### config.mk
export PLATFORM = sky130hd
export DESIGN_NAME = fbpa_ctrl
export DESIGN_NICKNAME = d
export VERILOG_FILES = /design/src/fbpa_pkg.sv /design/src/fbpa_ctrl.sv
export SDC_FILE = /design/constraint.sdc
export NUM_CORES = 1
export LEC_CHECK = 0
export BUFFER_PORTS_ARGS = -buffer_cell sky130_fd_sc_hd__buf_2
export CAP_MARGIN = 5
export CORE_AREA = 2 2 39 41
export DETAILED_ROUTE_END_ITERATION = 10
export DIE_AREA = 0 0 41 43
export GPL_TIMING_DRIVEN = 0
export SLEW_MARGIN = 20
export SYNTH_ARGS = -nofsm -noshare
export SYNTH_HDL_FRONTEND = slang
export SYNTH_SLANG_ARGS = --single-unit
### constraint.sdc
create_clock -name clk -period 2.65 [get_ports clk]
set_clock_uncertainty 0.05 [all_clocks]
set_input_delay 0.265 -clock clk [delete_from_list [all_inputs] [get_ports clk]]
set_output_delay 0.265 -clock clk [all_outputs]
set_load 0.005 [all_outputs]
### src/fbpa_pkg.sv
// ----------------------------------------------------------------------------
// fbpa_pkg
// Shared types and codes for the fixed-block pool allocator.
// ----------------------------------------------------------------------------
package fbpa_pkg;

  localparam int CFG_DATA_W = 32;
  localparam int FIELD_ADDR_W = 32;

  typedef enum logic [1:0] {
    CFG_ENABLE = 2'd0,
    CFG_BASE   = 2'd1,
    CFG_COUNT  = 2'd2,
    CFG_SIZE   = 2'd3
  } cfg_idx_t;

  typedef enum logic {
    FUNC_GET     = 1'b0,
    FUNC_RELEASE = 1'b1
  } func_t;

  typedef enum logic [2:0] {
    ST_OK       = 3'd0,
    ST_NOPOOL   = 3'd1,
    ST_TIMEOUT  = 3'd2,
    ST_WAIT     = 3'd3,
    ST_BADADDR  = 3'd4,
    ST_OVERFLOW = 3'd5
  } status_t;

  typedef struct packed {
    func_t                   func;
    logic [FIELD_ADDR_W-1:0] release_address;
    logic                    poll_only;
  } in_item_t;

  typedef struct packed {
    status_t                 status;
    logic [FIELD_ADDR_W-1:0] block_address;
  } out_item_t;

  typedef enum logic [1:0] {
    S_IDLE = 2'd0,
    S_EMIT = 2'd1,
    S_FILL = 2'd2
  } ctrl_state_t;

  typedef struct packed {
    logic cfg_wr;
    logic op_accept;
    logic fill_step;
    logic out_load;
  } dp_cmd_t;

  typedef struct packed {
    logic create_go;
    logic get_ok;
    logic fill_last;
  } dp_stat_t;

endpackage

### src/fbpa_ctrl.sv
// ----------------------------------------------------------------------------
// fbpa_ctrl
// Sequencer: handshakes, free-list fill sweep and result hand-off.
// ----------------------------------------------------------------------------
module fbpa_ctrl (
  input  logic               clk,
  input  logic               rst_n,
  input  logic               in_valid,
  output logic               in_ready,
  input  logic               cfg_valid,
  output logic               cfg_ready,
  output logic               out_valid,
  input  logic               out_ready,
  output fbpa_pkg::dp_cmd_t  cmd,
  input  fbpa_pkg::dp_stat_t stat
);

  import fbpa_pkg::*;

  ctrl_state_t state_r, state_nxt;
  logic        out_valid_r, out_valid_nxt;

  always_ff @(posedge clk) begin
    if (!rst_n) begin
      state_r     <= S_IDLE;
      out_valid_r <= 1'b0;
    end else begin
      state_r     <= state_nxt;
      out_valid_r <= out_valid_nxt;
    end
  end

  always_comb begin
    state_nxt = state_r;
    cmd       = '0;
    in_ready  = 1'b0;
    cfg_ready = 1'b0;
    case (state_r)
      S_IDLE: begin
        cfg_ready = 1'b1;
        in_ready  = !cfg_valid;
        if (cfg_valid) begin
          cmd.cfg_wr = 1'b1;
          if (stat.create_go) begin
            state_nxt = S_FILL;
          end
        end else if (in_valid) begin
          cmd.op_accept = 1'b1;
          state_nxt     = S_EMIT;
        end
      end
      S_EMIT: begin
        if (!out_valid_r || out_ready) begin
          cmd.out_load = 1'b1;
          state_nxt    = S_IDLE;
        end
      end
      S_FILL: begin
        cmd.fill_step = 1'b1;
        if (stat.fill_last) begin
          state_nxt = S_IDLE;
        end
      end
      default: begin
        state_nxt = S_IDLE;
      end
    endcase
    out_valid_nxt = cmd.out_load | (out_valid_r & !out_ready);
  end

  assign out_valid = out_valid_r;

  a_accept_to_emit: assert property (@(posedge clk) disable iff (!rst_n)
    (in_valid && in_ready) |=> (state_r == S_EMIT))
    else $error("accepted item did not move to result stage");

  a_fill_blocks: assert property (@(posedge clk) disable iff (!rst_n)
    (state_r == S_FILL) |-> (!in_ready && !cfg_ready))
    else $error("transfer allowed during free-list fill");

  a_load_shows: assert property (@(posedge clk) disable iff (!rst_n)
    cmd.out_load |=> out_valid_r)
    else $error("loaded result not presented");

endmodule

==> results.sh, run 1 <==
export IMPL_cp_arrival_ns=1.04
export IMPL_syn_nets=28
export IMPL_p_leak_nw=0.131
export IMPL_cts_tree="done"
export IMPL_p_int_mw=0.118
export IMPL_grt_pass1_vias=165
export IMPL_ys_ff_latch=3
export IMPL_clk_pin_slew_worst_paths_ns=0.04
export IMPL_yosysUniqueCellTypes=12
export IMPL_synth_seq_area_share_pct=35.0
export IMPL_peakVddDrop_v=0.000124
export IMPL_timing_rr_start="state_r[0]"
export IMPL_crit_buf_inv=1
export IMPL_routed_wl_um=423
export IMPL_seqPwrFrac_pct=33.2
export IMPL_ant_nets=0
export IMPL_layout_common_cells="buf_2 (13), nand2b_1 (5), clkbuf_4 (3), dfxtp_1 (3)"
export IMPL_ctsRootBufferMaster="clkbuf_4"
export IMPL_track_usage_pct=5.01
export IMPL_nets=46
export IMPL_period_needed_ns=1.36
export IMPL_cts_resized=0
export IMPL_r2r_cells=2
export IMPL_setup_tns_ns=0
export IMPL_post_drt_via_cell_ratio=3.81
export IMPL_rrSetupSlack_ns=1.65
export IMPL_coreArea_um2=1380
export IMPL_timing_fmax_mhz=737
export IMPL_rsz0062_at_grt="no"
export IMPL_maxSlewHeadroom_pct=84.6
export IMPL_setup_viol=0
export IMPL_hold_path_class="input pin to flip-flop"
export IMPL_worstMarginPinSlew_ns=0.228
export IMPL_clkPwrFrac_pct=51.8
export IMPL_report_final_hold_viol_count=0
export IMPL_syn_mean_instance_area_um2=8.57
export IMPL_antenna_found_initial=0
export IMPL_die_w_um=41
export IMPL_postPlaceCellArea_um2=256
export IMPL_critPathLaunchType="flip-flop"
export IMPL_cts_hold_buf=0
export IMPL_slowest_stage="dfxtp_1"
export IMPL_power_density_nw_per_um2=538
export IMPL_rr_endpoint="state_r[0]"
export IMPL_fill_cells=159
export IMPL_cts_inserted_buffers=3
export IMPL_status="finished clean"
export IMPL_final_common_cell="buf_2"
export IMPL_crit_chain="nor4b_1 -> buf_2"
export IMPL_io_pins=15
export IMPL_cap_violations=0
export IMPL_drv_slew=0
export IMPL_cpPeakStageDelay_ns=0.36
export IMPL_clockBufferDepth=2
export IMPL_overflow=0
export IMPL_synth_cells=20
export IMPL_clock_sinks=3
export IMPL_vias=202
export IMPL_initial_core_util_pct=12.4
export IMPL_cp_required_ns=2.34
export IMPL_drive_gt1_share_pct=45.9
export IMPL_drt_iter0_markers=3
export IMPL_whs_ns=0.237
export IMPL_grt_max_degree=9
export IMPL_gp_congestion=0.646
export IMPL_grt_pass1_wl_um=545
export IMPL_die_h_um=43
export IMPL_combPwrFrac_pct=15.0
export IMPL_diodes=0
export IMPL_post_route_util_pct=20.4
export IMPL_design_area_um2=283
export IMPL_cts_setup_buffers=0
export IMPL_crit_family="flip-flops"
export IMPL_dieArea_um2=1760
export IMPL_power_switching_mw=0.0342
export IMPL_switching_share_pct=22.4
export IMPL_htreeDepth=1
export IMPL_syn_to_final_growth_pct=65.0
export IMPL_worstHoldStart="rst_n"
export IMPL_min_to="state_r[0]"
export IMPL_finalCritPeriodShare_pct=51.2
export IMPL_yosys_warnings=0
export IMPL_drcViolationCount=0
export IMPL_cp_max_fo=8
export IMPL_critPathKind="flip-flop to output port"
export IMPL_io_buffer_count=13
export IMPL_routedWlPerCell_um=7.98
export IMPL_dr_pass1_iters=2
export IMPL_synthesis_area_um2=171
export IMPL_row_count=14
export IMPL_whs_path_depth=3
export IMPL_clock_latency_ns=0.23
export IMPL_endpoint_kind="output port"
## cells in the mapped netlist
cell / n / share of area, %
nand3b_1: 2 / 8.8
nand2b_1: 5 / 18
nor2_1: 1 / 2.2
and2_1: 1 / 3.7
a21oi_1: 2 / 5.8
nor4b_1: 1 / 5.1
a21boi_1: 1 / 4.4
dfxtp_1: 3 / 35
nor3_1: 1 / 2.9
or3b_1: 1 / 5.1
and2b_2: 1 / 5.1
nor2b_1: 1 / 3.7
## per-stage QoR
stage | setup slack [ns] | power [mW] | cells
detailed placement | 1.52 | 0.0746 | 49
CTS | 1.26 | 0.158 | 53
floorplan | 1.65 | 0.0615 | 20
finish | 1.29 | 0.152 | 53
global placement | 1.52 | 0.0743 | 49
global route | 1.16 | 0.164 | 53
## state kept, by name (all words and copies together), names as in the netlist
name / flops
out_valid: 1
state_r: 2
## tightest hold or removal path: stages
cell and delay [ns]:
buf_2 0.11, nand2b_1 0.06, a21oi_1 0.03
## cell families after synthesis
| kind of cell | Yosys count | share of synthesized area [%] |
|---|---|---|
| AOI/OAI and AO/OA | 3 | 10.2 |
| DFF | 3 | 35.0 |
| and+or+nand+nor | 14 | 54.7 |
## area by class of cell
class                   instances  area, um2  share of cell area, %
multi-input cells              17        111                   39.4
repair buffers                 13       65.1                   23.0
flip-flops and latches          3       60.1                   21.2
clock buffers                   4       26.3                   9.29
well taps                      16       20.0                   7.08
## power by group through the flow
| stage | combinational, mW | sequential (mW) | clock, mW |
|---|---|---|---|
| 2_1_floorplan | 0.0109 | 0.0506 | 0 |
| 3_3_place_gp | 0.0230 | 0.0514 | 0 |
| 3_5_place_dp | 0.0233 | 0.0513 | 0 |
| 4_1_cts | 0.0233 | 0.0506 | 0.0837 |
| 5_1_grt | 0.0255 | 0.0509 | 0.0876 |
| 6_report | 0.0229 | 0.0506 | 0.0788 |
## worst max-delay path by stage
stage / cells past startpoint / from / to / slack (ns)
after floorplan: 1 / state_r[1] / cmd[2] / 1.65
after global placement: 2 / state_r[1] / cmd[2] / 1.52
after detailed placement: 2 / state_r[1] / cmd[2] / 1.52
after CTS: 2 / state_r[1] / cmd[2] / 1.26
after global routing: 2 / state_r[1] / cmd[2] / 1.16
final: 2 / state_r[1] / cmd[2] / 1.29
## per-layer routing
layer	share of wire, %	vias to the layer above	routed length, um	track usage [%]
met4	0	0	0	8.00
met3	7.1	0	30	1.57
li1	-	109	-	-
met2	44	8	188	6.25
met1	48	85	204	4.79
met5	0	-	0	0
No activity file was read; power rests on OpenSTA's default activity.
==> run 2, diff against run 1 <==
--- a/config.mk
+++ b/config.mk
@@ -5,6 +5,7 @@
 export SDC_FILE = /design/constraint.sdc
 export NUM_CORES = 1
 export LEC_CHECK = 0
+export ABC_AREA = 1
 export BUFFER_PORTS_ARGS = -buffer_cell sky130_fd_sc_hd__buf_2
 export CAP_MARGIN = 5
 export CORE_AREA = 2 2 39 41
==> constraint.sdc (replaced) <==
create_clock -name clk -period 1.1 [get_ports clk]
set_clock_uncertainty 0.05 [all_clocks]
set_input_delay 0.11 -clock clk [delete_from_list [all_inputs] [get_ports clk]]
set_output_delay 0.11 -clock clk [all_outputs]
set_load 0.005 [all_outputs]
==> results.sh, run 2 <==
export IMPL_initial_core_util_pct=15.1
export IMPL_peakVddDrop_v=0.000431
export IMPL_clkPwrFrac_pct=42.3
export IMPL_grt_pass1_wl_um=745
export IMPL_ctsRootBufferMaster="clkbuf_4"
export IMPL_design_area_um2=338
export IMPL_die_h_um=43
export IMPL_synth_top_area_share_pct=28.7
export IMPL_critPathMostFrequentCell="nor2_4"
export IMPL_crit_chain="nor2_4 -> inv_2 -> nor2_4 -> buf_2"
export IMPL_maxSlewHeadroom_pct=88.6
export IMPL_drive_gt1_share_pct=50.0
export IMPL_grt_max_degree=7
export IMPL_status="finished with violations"
export IMPL_finalCritPeriodShare_pct=101
export IMPL_violations="setup timing"
export IMPL_nets=61
export IMPL_coreArea_um2=1380
export IMPL_routed_wl_um=464
export IMPL_seqPwrFrac_pct=29.1
export IMPL_vias=261
export IMPL_dr_pass1_iters=2
export IMPL_endpoint_kind="output port"
export IMPL_critPathKind="flip-flop to output port"
export IMPL_overflow=0
export IMPL_io_buffer_count=13
export IMPL_r2r_cells=7
export IMPL_drcViolationCount=0
export IMPL_yosys_warnings=0
export IMPL_row_count=14
export IMPL_p_int_mw=0.323
export IMPL_rsz0062_at_grt="yes"
export IMPL_htreeDepth=1
export IMPL_ant_nets=0
export IMPL_register_area_um2=62.6
export IMPL_clock_sinks=3
export IMPL_routedWlPerCell_um=6.82
export IMPL_switching_share_pct=30.3
export IMPL_die_w_um=41
export IMPL_gp_congestion=0.617
export IMPL_dp_hpwl_um=386
export IMPL_setup_viol=2
export IMPL_yosys_cell_count_top_type="nor2_1"
export IMPL_layout_common_cells="buf_2 (13), nor2_1 (7), nand2_1 (6), inv_1 (6), clkbuf_4 (3)"
export IMPL_slowest_stage="dfxtp_2"
export IMPL_syn_nets=42
export IMPL_syn_to_final_growth_pct=61.7
export IMPL_worstMarginPinSlew_ns=0.170
export IMPL_io_pins=15
export IMPL_grt_pass1_vias=238
export IMPL_dieArea_um2=1760
export IMPL_period_needed_ns=1.11
export IMPL_power_density_nw_per_um2=1370
export IMPL_hold_path_class="input pin to flip-flop"
export IMPL_timing_fmax_mhz=898
export IMPL_post_drt_via_cell_ratio=3.84
export IMPL_whs_path_depth=2
export IMPL_cp_max_fo=6
export IMPL_total_power_mw=0.463
export IMPL_synth_common_cells="nor2_1 (8), inv_1 (6), nand2_1 (6), dfxtp_1 (3), inv_2 (2)"
export IMPL_synth_flop_cell="dfxtp_1"
export IMPL_cts_hold_buf=0
export IMPL_largest_reg_flops=2
export IMPL_cts_inserted_buffers=3
export IMPL_synthesis_area_um2=209
export IMPL_multi_input_area_um2=126
export IMPL_drv_slew=0
export IMPL_synthTopCellsByArea="dfxtp_1 (29%), nor2_1 (14%), inv_1 (11%), nand2_1 (11%), a21boi_2 (5.4%)"
export IMPL_track_usage_pct=6.82
export IMPL_cp_required_ns=0.94
export IMPL_report_final_hold_viol_count=0
export IMPL_combPwrFrac_pct=28.6
export IMPL_diodes=0
export IMPL_ys_ff_latch=3
export IMPL_yosysTopAreaCell="dfxtp_1"
export IMPL_postPlaceCellArea_um2=294
export IMPL_synth_cells=34
export IMPL_clk_pin_slew_worst_paths_ns=0.04
export IMPL_cts_tree="done"
export IMPL_p_leak_nw=0.195
export IMPL_drt_iter0_markers=1
export IMPL_top_register="state_r"
export IMPL_syn_mean_instance_area_um2=6.15
export IMPL_yosysUniqueCellTypes=14
export IMPL_clockBufferDepth=2
export IMPL_critPathLaunchType="flip-flop"
export IMPL_cpPeakStageDelay_ns=0.34
export IMPL_fin_ws_ns=-0.0134
export IMPL_fill_cells=169
export IMPL_antenna_found_initial=0
export IMPL_cp_arrival_ns=0.95
export IMPL_cap_violations=0
export IMPL_ys_async_sr_fraction_pct=0
export IMPL_clock_latency_ns=0.23
export IMPL_synth_edf_count=0
export IMPL_power_switching_mw=0.140
export IMPL_synth_seq_area_share_pct=28.7
export IMPL_final_common_cell="buf_2"
## run 2: changes by cell type in the layout (fill, tap and decap cells not counted), moves of 5 or more
cell,previous run,this run
inv_1,0,6
nand2_1,0,6
nand2b_1,5,0
nor2_1,1,7
## run 2: per-layer routing
layer	vias up	GRT usage, %	wire length (um)
met5	-	0	0
met4	0	8.00	0
met3	0	3.66	31
met2	6	11.3	270
met1	118	4.17	161
li1	137	-	-
## run 2: area by class of cell
class	count	area share, %
multi-input cells	23	37.4
repair buffers	14	21.5
flip-flops and latches	3	18.5
inverters	8	8.89
clock buffers	4	7.78
well taps	16	5.93
## run 2: critical path: cells and delay by family (launching register included)
kind	cells	cell delay (ns)
buffers and inverters	2	0.17
DFF	1	0.34
and+or+nand+nor	2	0.20
## run 2: repair_timing
action | CTS | global route
pin swaps | 2 | 1
setup buffers | 0 | 1
setup endpoints to repair | 5 | 5
endpoints found under the hold margin | 0 | 0
gates resized for setup | 4 | 0
## run 2: worst paths after layout
check | from | slack (ns) | end
hold / removal | rst_n | 0.06 | out_valid
setup / recovery | state_r[1] | -0.01 | cmd[2]
setup reg to reg | state_r[0] | 0.04 | state_r[1]
hold reg to reg | state_r[1] | 0.49 | state_r[1]
## run 2: through the flow
| stage | setup slack [ns] | hold WS [ns] | std cells | util [%] | TNS (ns) |
|---|---|---|---|---|---|
| 4_1_cts | -0.0505 | 0.0546 | 67 | 23.9 | -0.109 |
| 3_5_place_dp | 0.0128 | 0.302 | 63 | 21.2 | 0 |
| 5_1_grt | -0.0795 | 0.0688 | 68 | 24.4 | -0.366 |
| 3_3_place_gp | 0.0288 | 0.300 | 63 | 21.2 | 0 |
| 2_1_floorplan | 0.0882 | 0.178 | 34 | - | 0 |
| 6_report | -0.0134 | 0.0575 | 68 | 24.4 | -0.0250 |
## run 2: kinds of logic after synthesis
group,synth area share (%)
AND/OR/NAND/NOR,47.9
buffers and inverters,14.4
flip-flops,28.7
AO/OA/AOI/OAI,8.98
## run 2: power by group through the flow
| stage | logic (mW) | registers [mW] | clock network (mW) |
|---|---|---|---|
| 3_3_place_gp | 0.123 | 0.132 | 0 |
| 5_1_grt | 0.151 | 0.136 | 0.215 |
| 4_1_cts | 0.127 | 0.135 | 0.205 |
| 6_report | 0.133 | 0.135 | 0.196 |
| 2_1_floorplan | 0.0775 | 0.131 | 0 |
| 3_5_place_dp | 0.124 | 0.132 | 0 |
==> run 3, diff against run 2 <==
--- a/config.mk
+++ b/config.mk
@@ -16,3 +16,4 @@
 export SYNTH_ARGS = -nofsm -noshare
 export SYNTH_HDL_FRONTEND = slang
 export SYNTH_SLANG_ARGS = --single-unit
+export TNS_END_PERCENT = 1
==> constraint.sdc (replaced) <==
create_clock -name clk -period 1.23 [get_ports clk]
set_clock_uncertainty 0.05 [all_clocks]
set_input_delay 0.123 -clock clk [delete_from_list [all_inputs] [get_ports clk]]
set_output_delay 0.123 -clock clk [all_outputs]
set_load 0.005 [all_outputs]
==> results.sh, run 3 (synthesis gave the netlist of run 2 again) <==
export IMPL_antenna_found_initial=0
export IMPL_worstMarginPinSlew_ns=0.216
export IMPL_ant_nets=0
export IMPL_finalCritPeriodShare_pct=93.1
export IMPL_die_h_um=43
export IMPL_syn_to_final_growth_pct=56.9
export IMPL_cp_max_fo=6
export IMPL_final_common_cell="buf_2"
export IMPL_power_switching_mw=0.124
export IMPL_io_buffer_count=13
export IMPL_maxSlewHeadroom_pct=85.5
export IMPL_seqPwrFrac_pct=29.7
export IMPL_peakVddDrop_v=0.000386
export IMPL_coreArea_um2=1380
export IMPL_row_count=14
export IMPL_cts_tree="done"
export IMPL_gp_congestion=0.617
export IMPL_critPathLaunchType="flip-flop"
export IMPL_report_final_hold_viol_count=0
export IMPL_initial_core_util_pct=15.1
export IMPL_timing_fmax_mhz=874
export IMPL_grt_pass1_vias=236
export IMPL_routed_wl_um=455
export IMPL_critPathKind="flip-flop to output port"
export IMPL_status="finished clean"
export IMPL_worstHoldStart="rst_n"
export IMPL_dp_hpwl_um=386
export IMPL_rr_endpoint="state_r[1]"
export IMPL_layout_common_cells="buf_2 (13), nor2_1 (8), nand2_1 (6), inv_1 (6), clkbuf_4 (3)"
export IMPL_post_drt_via_cell_ratio=3.78
export IMPL_setup_viol=0
export IMPL_rsz0062_at_grt="no"
export IMPL_drv_slew=0
export IMPL_cp_arrival_ns=0.97
export IMPL_cts_hold_buf=0
export IMPL_dieArea_um2=1760
export IMPL_p_leak_nw=0.189
export IMPL_dr_pass1_iters=2
export IMPL_nets=60
export IMPL_critPathCapture="cmd[2]"
export IMPL_placed_cells=63
export IMPL_power_density_nw_per_um2=1240
export IMPL_grt_max_degree=7
export IMPL_p_int_mw=0.282
export IMPL_routedWlPerCell_um=6.79
export IMPL_clk_pin_slew_worst_paths_ns=0.04
export IMPL_timing_rr_start="state_r[0]"
export IMPL_drt_iter0_markers=1
export IMPL_clock_latency_ns=0.23
export IMPL_die_w_um=41
export IMPL_hold_path_class="input pin to flip-flop"
export IMPL_track_usage_pct=6.82
export IMPL_diodes=0
export IMPL_htreeDepth=1
export IMPL_top_register="state_r"
export IMPL_cap_violations=0
export IMPL_clkPwrFrac_pct=43.3
export IMPL_final_cells=67
export IMPL_rrSetupSlack_ns=0.16
export IMPL_clock_sinks=3
export IMPL_cp_startpoint="state_r[1]"
export IMPL_drive_gt1_share_pct=47.1
export IMPL_r2r_cells=7
export IMPL_overflow=0
export IMPL_grt_pass1_wl_um=745
export IMPL_ctsRootBufferMaster="clkbuf_4"
export IMPL_combPwrFrac_pct=27.0
export IMPL_endpoint_kind="output port"
export IMPL_io_pins=15
export IMPL_period_needed_ns=1.14
export IMPL_clockBufferDepth=2
export IMPL_switching_share_pct=30.5
export IMPL_drcViolationCount=0
export IMPL_largest_reg_flops=2
export IMPL_vias=253
export IMPL_cts_inserted_buffers=3
export IMPL_setup_tns_ns=0
export IMPL_cp_required_ns=1.06
-- run 3: layer usage --
metal  vias to the layer above  share of wire [%]  GRT usage, %
met5                         -                  0             0
met2                         6                 58          11.3
li1                        134                  -             -
met3                         0                6.8          3.66
met4                         0                  0          8.00
met1                       113                 35          4.17
-- run 3: through the flow --
step                instance area, um2  setup slack (ns)  power, mW  util (%)  hold WS (ns)
floorplan                          209             0.218      0.186         -         0.191
global placement                   294             0.159      0.228      21.2         0.313
detailed placement                 294             0.143      0.229      21.2         0.315
CTS                                325           0.00764      0.416      23.5        0.0676
global route                       328            0.0187      0.440      23.7        0.0818
finish                             328            0.0854      0.405      23.7        0.0704
-- run 3: layout make-up --
| cell class | instances | area, um2 |
|---|---|---|
| fillers | 172 | 1060 |
| clock buffers | 4 | 26.3 |
| multi-input cells | 23 | 124 |
| well taps | 16 | 20.0 |
| inverters | 8 | 30.0 |
| repair buffers | 13 | 65.1 |
| flip-flops and latches | 3 | 62.6 |
-- run 3: worst min-delay path by stage --
stage,endpoint,slack (ns),cells after the start
floorplan,out_valid,0.19,1
global placement,out_valid,0.31,2
detailed placement,out_valid,0.32,2
CTS,out_valid,0.07,2
global route,out_valid,0.08,2
finish,out_valid,0.07,2
-- run 3: repair_timing --
item,CTS,global route
gates resized for setup,1,2
setup buffers,0,0
pin swaps,0,1
endpoints found under the setup margin,3,5
cloned,0,0
-- run 3: critical path, stage by stage, from the launching register on --
cell	delay, ns
dfxtp_2	0.34
nor2_4	0.13
inv_2	0.06
nor2_4	0.08
buf_2	0.11
-- run 3: power by group through the flow --
stage / combinational [mW] / clock [mW] / sequential [mW]
after floorplan: 0.0693 / 0 / 0.117
after CTS: 0.114 / 0.183 / 0.119
final: 0.110 / 0.175 / 0.120
after global placement: 0.110 / 0 / 0.118
after global routing: 0.126 / 0.193 / 0.122
after detailed placement: 0.111 / 0 / 0.118
